**src/rtl/core/gfau_pkg.sv**
```systemverilog
// ----------------------------------------------------------------------------
// gfau_pkg
// Shared types, constants and field helpers of the GF(2^m) arithmetic unit.
// ----------------------------------------------------------------------------
`default_nettype none

package gfau_pkg;

   localparam int ELEM_W       = 16;   // element and exponent width
   localparam int DEG_W        = 5;    // width of a field degree
   localparam int MAX_DEG_DFLT = 16;
   localparam int QUEUE_DEPTH  = 4;
   localparam int QPTR_W       = $clog2(QUEUE_DEPTH);
   localparam int QCNT_W       = $clog2(QUEUE_DEPTH + 1);

   localparam logic [DEG_W-1:0] DEGREE_RESET = 5'd8;

   typedef enum logic [1:0] {
      CMD_ADD = 2'd0,
      CMD_MUL = 2'd1,
      CMD_DIV = 2'd2,
      CMD_POW = 2'd3
   } gfau_cmd_type;

   // One classified request: result = x * base^expo
   typedef struct packed {
      logic [DEG_W-1:0]  m;
      logic [ELEM_W-1:0] x;
      logic [ELEM_W-1:0] base;
      logic [ELEM_W-1:0] expo;
      logic              dz;
   } gfau_op_type;

   typedef struct packed {
      logic [DEG_W-1:0]  m;
      logic [ELEM_W-1:0] x;
      logic [ELEM_W-1:0] base;
      logic [ELEM_W-1:0] r;
      logic [ELEM_W-1:0] expo;
      logic              dz;
   } gfau_stage_type;

   // Low terms of the primitive polynomial of degree m
   function automatic logic [ELEM_W-1:0] poly_low(input logic [DEG_W-1:0] m);
      logic [ELEM_W-1:0] p;
      case (m)
         5'd1:    p = 16'h0001;
         5'd2:    p = 16'h0003;
         5'd3:    p = 16'h0003;
         5'd4:    p = 16'h0003;
         5'd5:    p = 16'h0005;
         5'd6:    p = 16'h0003;
         5'd7:    p = 16'h0009;
         5'd8:    p = 16'h001D;
         5'd9:    p = 16'h0011;
         5'd10:   p = 16'h0009;
         5'd11:   p = 16'h0005;
         5'd12:   p = 16'h0053;
         5'd13:   p = 16'h001B;
         5'd14:   p = 16'h0443;
         5'd15:   p = 16'h0003;
         5'd16:   p = 16'h100B;
         default: p = 16'h0000;
      endcase
      return p;
   endfunction

   // Shift-and-XOR multiply with reduction; operands must be below 2^m
   function automatic logic [ELEM_W-1:0] gf_mul(input logic [ELEM_W-1:0] a,
                                                input logic [ELEM_W-1:0] b,
                                                input logic [DEG_W-1:0]  m);
      logic [ELEM_W:0] top;
      logic [ELEM_W:0] red;
      logic [ELEM_W:0] r;
      top = (ELEM_W+1)'(1) << m;
      red = top | {1'b0, poly_low(m)};
      r   = '0;
      for (int i = ELEM_W - 1; i >= 0; i--) begin
         r = r << 1;
         if ((r & top) != '0) r = r ^ red;
         if (b[i]) r = r ^ {1'b0, a};
      end
      return r[ELEM_W-1:0];
   endfunction

endpackage

`default_nettype wire

```
**src/rtl/core/gfau_queue.sv**
```systemverilog
// ----------------------------------------------------------------------------
// gfau_queue
// Small request queue between decode and the exponent pipeline.
// ----------------------------------------------------------------------------
`default_nettype none

module gfau_queue (
   input  wire logic             clock,
   input  wire logic             reset,
   input  wire logic             push,
   input  gfau_pkg::gfau_op_type push_op,
   output logic                  full,
   input  wire logic             pop,
   output gfau_pkg::gfau_op_type head_op,
   output logic                  empty
);
   import gfau_pkg::*;

   gfau_op_type       entry_ff [QUEUE_DEPTH];
   logic [QPTR_W-1:0] wptr_ff, wptr_in;
   logic [QPTR_W-1:0] rptr_ff, rptr_in;
   logic [QCNT_W-1:0] count_ff, count_in;

   assign full    = (count_ff == QCNT_W'(QUEUE_DEPTH));
   assign empty   = (count_ff == '0);
   assign head_op = entry_ff[rptr_ff];

   assign wptr_in  = push ? QPTR_W'(wptr_ff + 1'b1) : wptr_ff;
   assign rptr_in  = pop  ? QPTR_W'(rptr_ff + 1'b1) : rptr_ff;
   assign count_in = count_ff + QCNT_W'(push) - QCNT_W'(pop);

   always_ff @(posedge clock) begin
      if (reset) begin
         wptr_ff  <= '0;
         rptr_ff  <= '0;
         count_ff <= '0;
      end else begin
         wptr_ff  <= wptr_in;
         rptr_ff  <= rptr_in;
         count_ff <= count_in;
      end
   end

   always_ff @(posedge clock) begin
      if (push) entry_ff[wptr_ff] <= push_op;
   end

   a_count_bound: assert property (@(posedge clock) disable iff (reset)
      count_ff <= QCNT_W'(QUEUE_DEPTH))
      else $error("queue count above depth");

   a_no_overflow: assert property (@(posedge clock) disable iff (reset)
      push |-> !full)
      else $error("push into full queue");

   a_no_underflow: assert property (@(posedge clock) disable iff (reset)
      pop |-> !empty)
      else $error("pop from empty queue");

endmodule

`default_nettype wire

```
**config.mk**
```make
export PLATFORM = sky130hd
export DESIGN_NAME = gfau_queue
export DESIGN_NICKNAME = d
export VERILOG_FILES = /design/src/rtl/core/gfau_pkg.sv /design/src/rtl/core/gfau_queue.sv
export SDC_FILE = /design/constraint.sdc
export NUM_CORES = 1
export LEC_CHECK = 0
export ABC_AREA = 1
export BUFFER_PORTS_ARGS = -buffer_cell sky130_fd_sc_hd__buf_4
export CAP_MARGIN = 20
export CORE_ASPECT_RATIO = 0.8
export CORE_MARGIN = 2
export CORE_UTILIZATION = 53
export DETAILED_ROUTE_END_ITERATION = 10
export GPL_ROUTABILITY_DRIVEN = 1
export PLACE_DENSITY_LB_ADDON = 0.12
export REMOVE_ABC_BUFFERS = 1
export SLEW_MARGIN = 40
export SYNTH_ARGS = -nofsm -noshare
export SYNTH_HDL_FRONTEND = slang
export SYNTH_SLANG_ARGS = --single-unit
export TNS_END_PERCENT = 30
```
**constraint.sdc**
```tcl
create_clock -name clock -period 2.68 [get_ports clock]
set_input_delay 0.134 -clock clock [delete_from_list [all_inputs] [get_ports clock]]
set_output_delay 0.134 -clock clock [all_outputs]
set_load 0.1 [all_outputs]
```
# After elaboration in Yosys (flattened, before gate mapping)
# Memories as Yosys holds them, arrays and structs flattened. A register that Yosys moved wholly into a read port is not among the register bits.
# Index checks and enable logic that the tools add are counted.
# totals
regBits,7
mem_bits_rw,216
n_memories,1
# classes
add_sub_neg,4
eq_ne,1
mux,4
reduce_logical,1
# mem_list
memory,depth,width,read_ports,rd_ports_with_merged_regs,wr,line_no,source
entry_ff,4,54,1,1,1,gfau_queue.sv:19,gfau_op_type entry_ff [QUEUE_DEPTH];
# op_table
operator,count
2-bit by 1-bit adder with 2-bit output (second input constant),2
2-bit two-way mux,2
3-bit by 1-bit adder with 3-bit output,1
3-bit == test (second input constant),1
3-bit logical NOT,1
3-bit by 1-bit subtractor with 3-bit output,1
1-bit two-way mux,2

# Logic depth before layout (Yosys ltp)
# depth
ltp_word,3
depth_mapped,9
mapped_depth_nobuf,9

# Worst setup path after synthesis
# Ideal clock, no wire load.
# synth_path
path_kind,register -> output
startpoint,register count_ff[2]
endpoint,output port full
arrival_ns,2.378
slack_ns,0.168
stages_incl_launch_ff,3
n_path_buf,0
path_cell_list,dfxtp_1 > inv_1 > nor3_1
# synth_between
elab_chain_len,1
# synth_rtl
element,line_no,source
start: declaration,gfau_queue.sv:22,"logic [QCNT_W-1:0] count_ff, count_in;"
start signal: assignment,gfau_queue.sv:40,count_ff <= count_in;
3-bit == test,gfau_queue.sv:24,assign full = (count_ff == QCNT_W'(QUEUE_DEPTH));
end: declaration,gfau_queue.sv:12,"output logic full,"
# Every way passes these cells.

==> impl_metrics.yaml <==
min_path:
  hold_path_class: "in2reg"
  hold_path_depth: 2
clock_network:
  cts_root_buf: "clkbuf_16"
  cts_tree: "yes"
  cts_sinks: 225
  cts_htree_levels: 1
  cts_buffers: 23
  insertion_delay_ns: 0.49
  clock_path_buffers: 3
  clk_pin_slew_ns: 0.06
pwr:
  p_clk_share_pct: 33.0
  ir_worst_vdd_mv: 0.503
  p_sw_uw: 2640
  swShare_pct: 30.1
  leakage_uw: 0.00448
  combPwrFrac_pct: 20.3
  power.internal_uw: 6120
  power_frac_seq_pct: 46.7
  p_per_area_mw_per_mm2: 771
drt:
  first_iter_violations: 285
  drc: 0
  viasPerCell: 4.97
  postRouteAntennaNets: 0
  via_count: 5436
  firstDrtPassIters: 4
  wl_per_cell_um: 15.3
  wirelength_mm: 16.8
synthesis:
  ys_seq_elements: 225
  syn_area_per_cell_um2: 13.2
  synth_cell_types: 19
  syn_inst: 687
  synth_area_mm2: 0.00908
  yosysSeqAreaShare_pct: 73.4
  yosysWarnings: 0
critical_path:
  cp.arrival_ns: 2.13
  start_kind: "register"
  cp_max_fo: 39
  cp.required_ns: 2.55
  worstSetupPathType: "reg2out"
  r2r_cells: 5
  setup.worst_path.end_class: "primary output"
timing:
  hold_viol: 0
  rsz0062_at_grt: "false"
  tightest_slew_ns: 0.595
  fin_ws_ns: 0.415
  drv_slew: 0
  period_minus_slack_ns: 2.26
  hold_ws_ns: 0.382
  clock.fmax_ghz: 0.442
  finClkSkew_ns: 0.0135
  final.setup.tns_ns: 0
  slew_headroom_pct: 60.3
  finalCritPeriodShare_pct: 84.5
  setup_viol: 0
layout:
  area_growth_pct: 25.0
  final_nets: 925
  final_area_mm2: 0.0114
  register_area_mm2: 0.00667
  antenna_cells: 0
  nFillCells: 1181
  drive_gt1_share_pct: 20.8
  multi_input_area_mm2: 0.00164
  final-instance-count-excl-fill: 1094
run:
  maxCapViolCount: 0
floorplanning:
  pin_count: 114
  core-area_mm2: 0.0167
  start_util_pct: 54.5
  rows: 42
  dieArea_mm2: 0.0182
  die_w_um: 150
  dieHeight_um: 121
global_routing:
  grt_pass1_vias: 5311
  antenna_found_initial: 0
  grt_max_degree: 77
  gr-total-overflow: 0
  grt_pass1_wl_mm: 26.1
  grt_use_total_pct: 18.4
placement:
  portBuffers: 113
  gp_congestion: 0.748
  dp_hpwl_mm: 9.97
  place_area_mm2: 0.0101
  dp_slack_ns: 0.924
  dpl.cell_count: 998
run_status:
  run_status: "completed"
## power by group through the flow
stage / Combinational, uW / Clock [uW] / Sequential (uW)
finish: 1770 / 2890 / 4090
global route: 1870 / 3100 / 4100
CTS: 1790 / 2940 / 4090
detailed placement: 1710 / 0 / 4160
global placement: 1690 / 0 / 4160
floorplan: 1230 / 0 / 4200
## cell usage after synthesis, drive strengths merged
master	count	share of area [%]
a21oi	60	3.3
o21ai	58	3.2
nor2	4	0.17
buf	34	3.3
nand2	116	4.8
edfxtp	216	71
clkbuf	2	0.083
dfxtp	9	2.0
fa	1	0.22
inv	125	5.2
nor3	1	0.055
o211ai	54	5.5
ha	6	0.83
nand3	1	0.055
## cell usage in the layout (no fill, tap or decap), drive strengths merged
cell         synthesis  routed
o21ai               58      58
dlygate4sd3          0      57
clkbuf               2      29
edfxtp             216     216
nor3                 1       1
o211ai              54      54
nand2              116     116
a21oi               60      60
buf                 34     127
nand3                1       1
nor2                 4       4
fa                   1       1
clkinv               0       8
ha                   6       6
bufinv               0       1
dfxtp                9       9
inv                125     126
## metal layers
layer / global-route usage, % / wire length [um]
met1: 24.6 / 7550
met2: 31.1 / 8100
met3: 3.68 / 821
met4: 4.60 / 294
met5: 0 / 0
## metrics by stage
stage	utilization [%]	power, uW
after floorplan	-	5430
after global placement	60.6	5850
after detailed placement	60.6	5880
after CTS	68.1	8810
after global routing	68.1	9070
final	68.1	8750
## cell families (layout without fill, tap and decap cells)
| group | after synthesis | after routing | synth area share [%] |
|---|---|---|---|
| DFF | 225 | 225 | 73.4 |
| AOI/OAI and AO/OA | 172 | 172 | 12.0 |
| adders and majority gates | 7 | 7 | 1.05 |
| and+or+nand+nor | 122 | 122 | 5.07 |
| buffers and inverters | 161 | 348 | 8.54 |
## flip-flops by register name (all words and copies together) (netlist names), named ones only
signal and flops:
count_ff 3, wptr_ff 2, rptr_ff 2, entry_ff 216
## worst paths after layout
kind	start	to	slack, ns
hold / removal	push_op[10]	entry_ff[0][10]$_DFFE_PP_	0.38
hold reg to reg	rptr_ff[0]$_SDFFE_PP0P_	register	0.46
setup / recovery	register	head_op[20]	0.42
setup reg to reg	wptr_ff[0]$_SDFFE_PP0P_	entry_ff[2][16]$_DFFE_PP_	0.95
## worst max-delay path, stage by stage (launching register included)
cell and delay [ns]:
dfxtp_4 0.62, buf_4 0.42, o211ai_1 0.15, nand2_1 0.11, buf_4 0.29
## area by class of cell
cell class              count  area share, %
clock buffers              29           5.27
well taps                 220           2.42
flip-flops and latches    225           58.8
multi-input cells         301           14.5
inverters                 125           4.13
repair buffers            184           14.2
clock inverters            10          0.727
## timing repair
action	in CTS	in global routing
endpoints found under the hold margin	224	0
hold buffers	57	0
buffers inserted	0	0
gates resized for setup	0	0
Power figures use the tool's default switching activity.
