[src/rtl/core/gfau_pkg.sv]
// ----------------------------------------------------------------------------
// gfau_pkg
// Shared types, constants and field helpers of the GF(2^m) arithmetic unit.
// ----------------------------------------------------------------------------
`default_nettype none

package gfau_pkg;

   localparam int ELEM_W       = 16;   // element and exponent width
   localparam int DEG_W        = 5;    // width of a field degree
   localparam int MAX_DEG_DFLT = 16;
   localparam int QUEUE_DEPTH  = 4;
   localparam int QPTR_W       = $clog2(QUEUE_DEPTH);
   localparam int QCNT_W       = $clog2(QUEUE_DEPTH + 1);

   localparam logic [DEG_W-1:0] DEGREE_RESET = 5'd8;

   typedef enum logic [1:0] {
      CMD_ADD = 2'd0,
      CMD_MUL = 2'd1,
      CMD_DIV = 2'd2,
      CMD_POW = 2'd3
   } gfau_cmd_type;

   // One classified request: result = x * base^expo
   typedef struct packed {
      logic [DEG_W-1:0]  m;
      logic [ELEM_W-1:0] x;
      logic [ELEM_W-1:0] base;
      logic [ELEM_W-1:0] expo;
      logic              dz;
   } gfau_op_type;

   typedef struct packed {
      logic [DEG_W-1:0]  m;
      logic [ELEM_W-1:0] x;
      logic [ELEM_W-1:0] base;
      logic [ELEM_W-1:0] r;
      logic [ELEM_W-1:0] expo;
      logic              dz;
   } gfau_stage_type;

   // Low terms of the primitive polynomial of degree m
   function automatic logic [ELEM_W-1:0] poly_low(input logic [DEG_W-1:0] m);
      logic [ELEM_W-1:0] p;
      case (m)
         5'd1:    p = 16'h0001;
         5'd2:    p = 16'h0003;
         5'd3:    p = 16'h0003;
         5'd4:    p = 16'h0003;
         5'd5:    p = 16'h0005;
         5'd6:    p = 16'h0003;
         5'd7:    p = 16'h0009;
         5'd8:    p = 16'h001D;
         5'd9:    p = 16'h0011;
         5'd10:   p = 16'h0009;
         5'd11:   p = 16'h0005;
         5'd12:   p = 16'h0053;
         5'd13:   p = 16'h001B;
         5'd14:   p = 16'h0443;
         5'd15:   p = 16'h0003;
         5'd16:   p = 16'h100B;
         default: p = 16'h0000;
      endcase
      return p;
   endfunction

   // Shift-and-XOR multiply with reduction; operands must be below 2^m
   function automatic logic [ELEM_W-1:0] gf_mul(input logic [ELEM_W-1:0] a,
                                                input logic [ELEM_W-1:0] b,
                                                input logic [DEG_W-1:0]  m);
      logic [ELEM_W:0] top;
      logic [ELEM_W:0] red;
      logic [ELEM_W:0] r;
      top = (ELEM_W+1)'(1) << m;
      red = top | {1'b0, poly_low(m)};
      r   = '0;
      for (int i = ELEM_W - 1; i >= 0; i--) begin
         r = r << 1;
         if ((r & top) != '0) r = r ^ red;
         if (b[i]) r = r ^ {1'b0, a};
      end
      return r[ELEM_W-1:0];
   endfunction

endpackage

`default_nettype wire

[src/rtl/core/gfau_front.sv]
// ----------------------------------------------------------------------------
// gfau_front
// Degree register and request decode: turns each request into x * base^expo.
// ----------------------------------------------------------------------------
`default_nettype none

module gfau_front #(
   parameter int MAX_DEGREE = gfau_pkg::MAX_DEG_DFLT
) (
   input  wire logic                       clock,
   input  wire logic                       reset,
   input  wire logic                       csr_valid,
   output logic                            csr_ready,
   input  wire logic [gfau_pkg::DEG_W-1:0] csr_data,
   input  wire logic                       req_tvalid,
   output logic                            req_tready,
   input  wire logic [1:0]                 req_tuser,   // cmd
   input  wire logic [31:0]                req_tdata,   // operand_a, operand_b
   input  wire logic                       q_full,
   output logic                            q_push,
   output gfau_pkg::gfau_op_type           q_op
);
   import gfau_pkg::*;

   localparam logic [DEG_W-1:0] MAX_M = DEG_W'(MAX_DEGREE);

   logic [DEG_W-1:0]  degree_ff, degree_in;
   logic [DEG_W-1:0]  m;
   logic [ELEM_W-1:0] mask, a, b, braw;
   gfau_cmd_type      cmd;

   assign csr_ready = 1'b1;
   assign degree_in = csr_data;

   always_ff @(posedge clock) begin
      if (reset) begin
         degree_ff <= DEGREE_RESET;
      end else if (csr_valid) begin
         degree_ff <= degree_in;
      end
   end

   always_comb begin
      if (degree_ff == '0) m = DEG_W'(1);
      else if (degree_ff > MAX_M) m = MAX_M;
      else m = degree_ff;
   end

   assign mask = ELEM_W'(((ELEM_W+1)'(1) << m) - (ELEM_W+1)'(1));
   assign cmd  = gfau_cmd_type'(req_tuser);
   assign braw = req_tdata[31:16];
   assign a    = req_tdata[15:0] & mask;
   assign b    = braw & mask;

   assign req_tready = !q_full;
   assign q_push     = req_tvalid && !q_full;

   always_comb begin
      q_op      = '0;
      q_op.m    = m;
      q_op.base = b;
      case (cmd)
         CMD_ADD: begin
            q_op.x = a ^ b;                    // exponent 0: times one
         end
         CMD_MUL: begin
            q_op.x    = a;
            q_op.expo = ELEM_W'(1);
         end
         CMD_DIV: begin
            if (b == '0) begin
               q_op.dz = 1'b1;                 // x stays zero
            end else begin
               q_op.x    = a;
               q_op.expo = mask - ELEM_W'(1);  // inverse is b^(2^m-2)
            end
         end
         CMD_POW: begin
            q_op.x    = (a != '0) ? ELEM_W'(1) : '0;
            q_op.base = a;
            q_op.expo = braw;
         end
         default: begin
            q_op.x = '0;
         end
      endcase
   end

endmodule

`default_nettype wire

[config.mk]
export PLATFORM = sky130hd
export DESIGN_NAME = gfau_front
export DESIGN_NICKNAME = d
export VERILOG_FILES = /design/src/rtl/core/gfau_pkg.sv /design/src/rtl/core/gfau_front.sv
export SDC_FILE = /design/constraint.sdc
export NUM_CORES = 1
export LEC_CHECK = 0
export ABC_AREA = 1
export BUFFER_PORTS_ARGS = -buffer_cell sky130_fd_sc_hd__buf_2
export CAP_MARGIN = 10
export CELL_PAD_IN_SITES_DETAIL_PLACEMENT = 0
export CELL_PAD_IN_SITES_GLOBAL_PLACEMENT = 1
export CORE_ASPECT_RATIO = 1.4
export CORE_MARGIN = 5
export CORE_UTILIZATION = 30
export CTS_CLUSTER_SIZE = 40
export DETAILED_ROUTE_END_ITERATION = 8
export GPL_TIMING_DRIVEN = 0
export PLACE_DENSITY_LB_ADDON = 0.25
export SETUP_SLACK_MARGIN = 0.05
export SKIP_CTS_REPAIR_TIMING = 1
export SLEW_MARGIN = 20
export SYNTH_ARGS = -nofsm -noshare
export SYNTH_HDL_FRONTEND = slang
export SYNTH_SLANG_ARGS = --single-unit
[constraint.sdc]
create_clock -name clock -period 6.45 [get_ports clock]
set_input_delay 0.645 -clock clock [delete_from_list [all_inputs] [get_ports clock]]
set_output_delay 0.645 -clock clock [all_outputs]
set_load 0.03 [all_outputs]
# Yosys cells after proc, flatten, opt, wreduce, memory -nomap -nowiden
# Index checks and enable logic that the tools add are counted.
dict set report totals {
  input_bits 44
  ff_bits 5
  output_inout_bits 57
  word_cells 27
}
dict set report classes {
  bitwise 3
  magnitude_cmp 1
  eq_ne 3
  add_sub_neg 2
  n_reduce_logical 6
  shifts 1
  mux 10
}
# op n
set op_table {}
lappend op_table {{$pmux W16 S4} 1}
lappend op_table {{$mux W16} 3}
lappend op_table {{$pmux W16 S3} 1}
lappend op_table {{$and A16 B16 Y16} 2}
lappend op_table {{$logic_not A16 Y1} 1}
lappend op_table {{$reduce_bool A16 Y1} 1}
lappend op_table {{$shl A1 B5 Y16 const A} 1}
lappend op_table {{$sub A16 B1 Y16 const B} 1}
lappend op_table {{$sub A16 B2 Y16 const B} 1}
lappend op_table {{$xor A16 B16 Y16} 1}
lappend op_table {{$mux W5} 2}
lappend op_table {{$gt A5 B5 Y1 const B} 1}
lappend op_table {{$logic_not A5 Y1} 1}
lappend op_table {{$eq A2 B2 Y1 const B} 2}
lappend op_table {{$mux W1} 3}
lappend op_table {{$eq A2 B1 Y1 const B} 1}
lappend op_table {{$logic_not A2 Y1} 1}
lappend op_table {{$logic_and A1 B1 Y1} 1}
lappend op_table {{$logic_not A1 Y1} 1}

# Depth between registers and ports, before layout
# Gate-level depths: netlist of run 1.
dict set report logic_depth {
  ltp_word 9
  depth_mapped 21
}

# Worst setup path after synthesis of run 1
# OpenSTA, ideal clock, no wires.
dict set report synth_timing {
  path_kind {reg-to-output}
  start {register degree_ff[2]}
  end {output port q_op[14] (netlist bit)}
  stages_incl_launch_ff 15
  setup_slack_ns 2.674
  n_path_buf 1
  t_arrival_ns 3.131
  cell_sequence {dfxtp_1 > buf_2 > nor2_1 > nand2_1 > a21oi_1 > nand4_1 > ha_1 > inv_1 > xor2_1 > nand2_1 > nand4_2 > nor2_4 > nand3_4 > nand2_4 > o21ai_0}
}
# item line
set synth_lines {}
lappend synth_lines {{from (decl)} gfau_front.sv:27} ;# logic [DEG_W-1:0] degree_ff, degree_in;
lappend synth_lines {{from (signal assigned)} gfau_front.sv:39} ;# degree_ff <= degree_in;
lappend synth_lines {{to (decl)} gfau_front.sv:21} ;# output gfau_pkg::gfau_op_type q_op

==> metrics.md, run 1 <==
| Metric | Value |
|---|---|
| Status | `finished clean` |
| Placed instance count | `approximately 540` |
| Met1 wire length | `2920 um` |
| Library cells used by synthesis | `32` |
| Most flops, register | `degree_ff` |
| EDFF count, synth | `0` |
| Met3 Wirelength | `between 300 and 400 um` |
| First-pass GRT wire length | `between 10000 and 15000 um` |
| Sw Ratio | `~57%` |
| Power Dens Cells | `about 140 mW/mm2` |
| # DRC | `0` |
| RR Startpoint | `degree_ff[2]` |
| Vias | `2590` |
| Final Instance Area | `0.00246 mm2` |
| Via/cell ratio | `between 4 and 5` |
| Layout overhead on the synthesized area | `34.5%` |
| Initial antenna violation count | `0` |
| Period utilisation layout | `between 50% and 60%` |
| Worst Path Required | `between 5 and 6 ns` |
| DP HPWL | `approximately 6300 um` |
| Endpoints failing setup | `0` |
| Worst skew pair latency | `about 0.22 ns` |
| Yosys reg bits | `5` |
| Final net count | `approximately 520` |
| LEAKAGE | `1.50 nW` |
| DR WL/cell | `about 14 um` |
| CTS buffer count | `3` |
| Fillers | `701` |
| Gr usage total | `18.4%` |
| Vias in the first global route | `around 2500` |
| DRT Wirelength | `7390 um` |
| TritonCTS clock tree | `done` |
| Dominant cell type by area after synthesis | `nand2_1` |
| Max_cap viols | `0` |
| Grt ovf | `0` |
| Sum Neg Setup Slack | `0 ns` |
| Hold WC Path Type | `reg -> reg` |
| DR iter-0 viols | `around 100` |
| Startpoint Class | `flip-flop` |
| Crit path kind | `reg -> out` |
| Pre-CTS setup slack | `roughly 2.9 ns` |
| Setup slack after layout | `around 2.7 ns` |
| Cells after synthesis | `roughly 370` |
| Final std cells w/o fill | `542` |
| Largest net degree at the start of global routing | `11` |
| CP Capture Type | `primary output` |
| Worst path arrival time | `~3.2 ns` |
| Worst Skew | `0 ns` |
| Design Power | `between 300 and 400 uW` |
| Util after Layout | `a little over two fifths` |
| IO Port Bufs | `approximately 100` |
| Cell row count | `33` |
| Top cells by instance count after synthesis | `nand2_1 (127), inv_1 (45), nor2_1 (34), o21ai_0 (34), nand3_1 (25)` |
| Clock Tree Buf Depth | `2` |
| Worst VDD drop | `roughly 0.00013 V` |
| Avg Cell Area, Syn | `~5.0 um2` |
| R2R Setup Slk | `around 5.6 ns` |
| Top_reg_cell synth | `dfxtp_1` |
| CP max FO | `10` |
| Num ports | `101` |
| Post-Syn Area | `roughly 0.0018 mm2` |
| Top Layer Used | `met4` |
| Max Transition Viols Final | `0` |
| Core area | `approximately 0.006 mm2` |
| Reg2Reg Depth | `3` |
| Achievable Freq | `between 0.2 and 0.3 GHz` |
| Placed inst area | `between 0.002 and 0.0025 mm2` |
| Worst Hold End | `degree_ff[3]` |
| DR WL met2 | `between 4000 and 5000 um` |
| FF-to-FF End | `degree_ff[2]` |
| Clock Sink Count | `5` |
| Starting Density | `a little under a third` |
| Most frequent cell after synthesis | `nand2_1` |
| Max FFs per register | `5` |
| Flop pwr share | `about 10%` |
| Height of the die | `102 um` |
| Die area | `just under 0.008 mm2` |
| Die width | `~76 um` |
| Pre-antenna DRT Iters | `4` |
| Register area share after synthesis | `around 5.5%` |
| Root Driver | `clkbuf_8` |
| Final hold slack | `between 0.6 and 0.7 ns` |
| Ys Warns | `0` |
| Share of post-route cells with drive strength above 1 | `just under 30%` |
| Clock share of power | `~16%` |
| Max_slew headroom | `between 40% and 50%` |
| FFs w/ async S/R, synth | `0%` |
| P_sw | `approximately 200 uW` |
| Final Wtd Congestion | `0.876` |
| H-tree lvl count | `1` |
| Biggest regs | `degree_ff (5)` |
| Worst-path clk slew | `approximately 0.030 ns` |
| Synth top area share | `about a quarter` |
| Hold Path Cell Cnt | `2` |
| Worst min-delay path startpoint | `degree_ff[3]` |
| Slew @ Worst Pin | `~0.85 ns` |
| Internal cell power | `152 uW` |
| Min cycle time layout | `roughly 3.8 ns` |
| RSZ-0062 raised after global routing | `no` |
| Final ANT Viol Nets | `0` |
| Combinational share of power | `74.0%` |
| Hold Vio Cnt, Final | `0` |
| Antenna fix cells | `0` |
| Synth area leaders | `nand2_1 (26%), o21ai_0 (9.3%), inv_1 (9.2%)` |
[power by group through the flow]
stage	logic, mW	clock network (mW)	registers [mW]
floorplan	0.184	0	0.0355
global placement	0.262	0	0.0360
detailed placement	0.263	0	0.0360
CTS	0.264	0.0579	0.0355
global route	0.288	0.0615	0.0357
finish	0.262	0.0568	0.0356
[cell usage in the layout (no fill, tap or decap), drive strengths merged]
cell     instances
xor2             4
nand2          134
inv             53
o211ai           1
nand3           30
ha               2
xnor2            1
nor4             1
clkinv           1
a21oi           15
o2111ai          1
dfxtp            5
nand4           16
buf            105
conb             3
nand3b           1
clkbuf          10
o21ai           44
nor2            42
nor3             3
[worst max-delay path, stage by stage, from the launching register on]
cell and delay (ns):
dfxtp_1 0.28, buf_2 0.17, nor2_1 0.10, nand2_1 0.09, a21oi_1 0.21, nand4_1 0.16, ha_1 0.24, inv_1 0.07
xor2_1 0.35, nand2_1 0.19, nand4_2 0.16, nor2_4 0.06, nand3_4 0.13, nand2_4 0.10, buf_4 0.22, o21ai_1 0.17
buf_2 0.23
[logic make-up (layout without fill, tap and decap cells)]
family,Yosys count,after routing,synth area share (%)
buffers and inverters,66,169,15.2
flip-flops,5,5,5.47
other,2,3,0.410
adder cells (fa/ha/maj),2,2,1.37
XOR/XNOR,5,5,2.39
AND/OR/NAND/NOR,227,227,58.1
AO/OA/AOI/OAI,61,61,17.0
[worst max-delay path by stage]
stage            startpoint        to  slack [ns]  depth (start not counted)
6_report       degree_ff[2]   q_op[7]        2.65                         16
5_1_grt        degree_ff[2]  q_op[39]        2.34                         18
4_1_cts        degree_ff[2]   q_op[7]        2.63                         16
3_5_place_dp   degree_ff[2]   q_op[7]        2.87                         16
3_3_place_gp   degree_ff[2]   q_op[7]        2.87                         16
2_1_floorplan  degree_ff[2]  q_op[14]        2.67                         14
[routing by layer]
metal,track usage [%],up-vias
met4,3.84,0
met2,36.8,74
li1,-,1385
met3,2.73,3
met1,20.3,1128
met5,0,-
[area by class of cell]
type	instances	area [um2]	area share (%)
multi-input combinational	298	1460	59.1
buffer	12	76.3	3.10
tap	70	87.6	3.56
timing repair buffer	99	495	20.1
sequential	5	100	4.07
clock buffer	4	45.0	1.83
inverter	54	203	8.23
Note: power is estimated with default switching activity, not from simulation.
==> inputs of run 2 (changes only) <==
CORE_UTILIZATION = 28   (was 30)
clock period = 4 ns   (was 6.45 ns; I/O delays follow)
==> run 2 against run 1 <==
Critical path type unchanged. Critical endpoint is now q_op[45]. Via count increased by 1.9%. Largest power group unchanged. Routed wire length is 0.70% higher. Die area is 6.3% higher. Clock power increased by 63%. Non-clock buffer count stayed put.
==> metrics.md, run 2 (synthesis gave the netlist of run 1 again) <==
| Metric | Value |
|---|---|
| IO Port Bufs | `99 (unchanged)` |
| Clock Sink Count | `5 (unchanged)` |
| RSZ-0062 raised after global routing | `no (unchanged)` |
| Grt ovf | `0 (unchanged)` |
| TritonCTS clock tree | `done (unchanged)` |
| Worst skew pair latency | `0.22 ns (about the same)` |
| Max_cap viols | `0 (unchanged)` |
| Share of post-route cells with drive strength above 1 | `29.4% (unchanged)` |
| Final hold slack | `0.397 ns (was 0.622 ns)` |
| Final net count | `519 (unchanged)` |
| Vias in the first global route | `2457 (was 2515)` |
| Hold Vio Cnt, Final | `0 (unchanged)` |
| Final ANT Viol Nets | `0 (unchanged)` |
| Power Dens Cells | `233 mW/mm2 (was 144 mW/mm2)` |
| Cell row count | `35 (was 33)` |
| Root Driver | `clkbuf_8 (unchanged)` |
| Clock share of power | `16.1% (was 16.0%)` |
| Min cycle time layout | `about 3.6 ns` |
| Internal cell power | `244 uW (was 152 uW)` |
| Max_slew headroom | `41.9% (was 42.8%)` |
| Startpoint Class | `flip-flop (unchanged)` |
| Clock Tree Buf Depth | `2 (unchanged)` |
| Die width | `78.3 um (was 76.0 um)` |
| Worst path arrival time | `3.15 ns (about the same)` |
| Initial antenna violation count | `0 (unchanged)` |
| Max Transition Viols Final | `0 (unchanged)` |
| CTS buffer count | `3 (unchanged)` |
| Worst-path clk slew | `0.03 ns (about the same)` |
| Largest net degree at the start of global routing | `11 (unchanged)` |
| Final Instance Area | `0.00247 mm2 (was 0.00246 mm2)` |
| Util after Layout | `38.1% (was 41.7%)` |
| Worst Skew | `0 ns (unchanged)` |
| Max FFs per register | `5 (unchanged)` |
| Flop pwr share | `10.0% (about the same)` |
| P_sw | `330 uW (was 203 uW)` |
| # DRC | `0 (unchanged)` |
| DR WL/cell | `13.6 um (about the same)` |
| LEAKAGE | `1.50 nW (unchanged)` |
| Via/cell ratio | `4.84 (was 4.78)` |
| Commonest non-fill, non-tap cell in the layout | `nand2_1 (unchanged)` |
| Sw Ratio | `57.4% (was 57.3%)` |
| Design Power | `574 uW (was 355 uW)` |
| First-pass GRT wire length | `11700 um (was 12000 um)` |
| Height of the die | `106 um (was 102 um)` |
| Combinational share of power | `73.9% (was 74.0%)` |
| Pre-CTS setup slack | `0.641 ns (was 2.87 ns)` |
| Most frequent cells in the layout | `nand2_1 (127), buf_2 (100), inv_1 (45) (unchanged)` |
| CP Capture Type | `primary output (unchanged)` |
| Setup slack after layout | `0.448 ns (was 2.65 ns)` |
| Status | `finished clean (unchanged)` |
| Final Wtd Congestion | `0.862 (was 0.876)` |
| Endpoints failing setup | `0 (unchanged)` |
| Die area | `0.00828 mm2 (was 0.00779 mm2)` |
| Crit path kind | `reg -> out (unchanged)` |
| Hold WC Path Type | `in -> reg (was reg -> reg)` |
| Biggest regs | `degree_ff (5) (unchanged)` |
| DP HPWL | `6410 um (was 6330 um)` |
| Num ports | `101 (unchanged)` |
| Most flops, register | `degree_ff (unchanged)` |
| Sum Neg Setup Slack | `0 ns (unchanged)` |
| DR iter-0 viols | `162 (was 103)` |
| Placed instance count | `542 (was 538)` |
| Gr usage total | `17.3% (was 18.4%)` |
| Core area | `0.00648 mm2 (was 0.00590 mm2)` |
| Final std cells w/o fill | `546 (was 542)` |
| H-tree lvl count | `1 (unchanged)` |
| Period utilisation layout | `88.8%` |
| Vias | `2640 (was 2590)` |
| Worst VDD drop | `0.000193 V (was 0.000127 V)` |
| Layout overhead on the synthesized area | `34.8% (was 34.5%)` |
| Pre-antenna DRT Iters | `4 (unchanged)` |
| CP max FO | `10 (unchanged)` |
| Antenna fix cells | `0 (unchanged)` |
| Achievable Freq | `approximately 0.28 GHz` |
| Placed inst area | `0.00242 mm2 (about the same)` |
| DRT Wirelength | `7440 um (was 7390 um)` |
| Slew @ Worst Pin | `0.865 ns (was 0.851 ns)` |
| Starting Density | `28.2% (was 31.0%)` |
| Worst Path Required | `3.60 ns (was 5.80 ns)` |
==> run 2: power by group through the flow <==
stage               sequential, mW  clock, mW  combinational [mW]
floorplan                   0.0572          0               0.297
global placement            0.0580          0               0.423
detailed placement          0.0581          0               0.425
CTS                         0.0573     0.0954               0.426
global route                0.0578     0.0997               0.466
finish                      0.0574     0.0926               0.424
==> run 2: critical path: stages (launching register included) <==
cell and delay [ns]:
dfxtp_1 0.31, buf_6 0.14, inv_2 0.05, buf_6 0.14, nand2_4 0.13, inv_1 0.08
nand4_1 0.13, ha_1 0.20, nand2_2 0.10, nor2_2 0.13, nand3_1 0.15, inv_2 0.12
nand2_1 0.10, nand3_2 0.10, nand2_1 0.07, nor2_2 0.15, nand3_4 0.16, nand2_4 0.13
nand2_4 0.07, buf_6 0.15, nand2_1 0.06, nand2_1 0.06, buf_2 0.18
==> run 2: path summary, 6_finish.rpt <==
path           startpoint            to  slack, ns  cells past startpoint
min reg2reg  degree_ff[3]  degree_ff[3]       0.62                      2
max reg2reg  degree_ff[4]  degree_ff[4]       3.15                      4
min             csr_valid  degree_ff[3]       0.40                      2
max          degree_ff[4]      q_op[45]       0.45                     22
==> run 2: per-layer routing <==
metal | track usage, % | share of wire [%] | vias to the layer above
met1 | 19.6 | 39 | 1157
met4 | 4.88 | 1.9 | 0
met5 | 0 | 0 | -
li1 | - | - | 1384
met2 | 33.1 | 53 | 87
met3 | 2.14 | 5.8 | 12
==> run 2: layout make-up <==
type                       instances  area [um2]
buffer                            12        76.3
clock buffer                       4        45.0
fill                             763        4010
inverter                          54         203
multi-input combinational        298        1460
sequential                         5         100
tap                               74        92.6
timing repair buffer              99         495
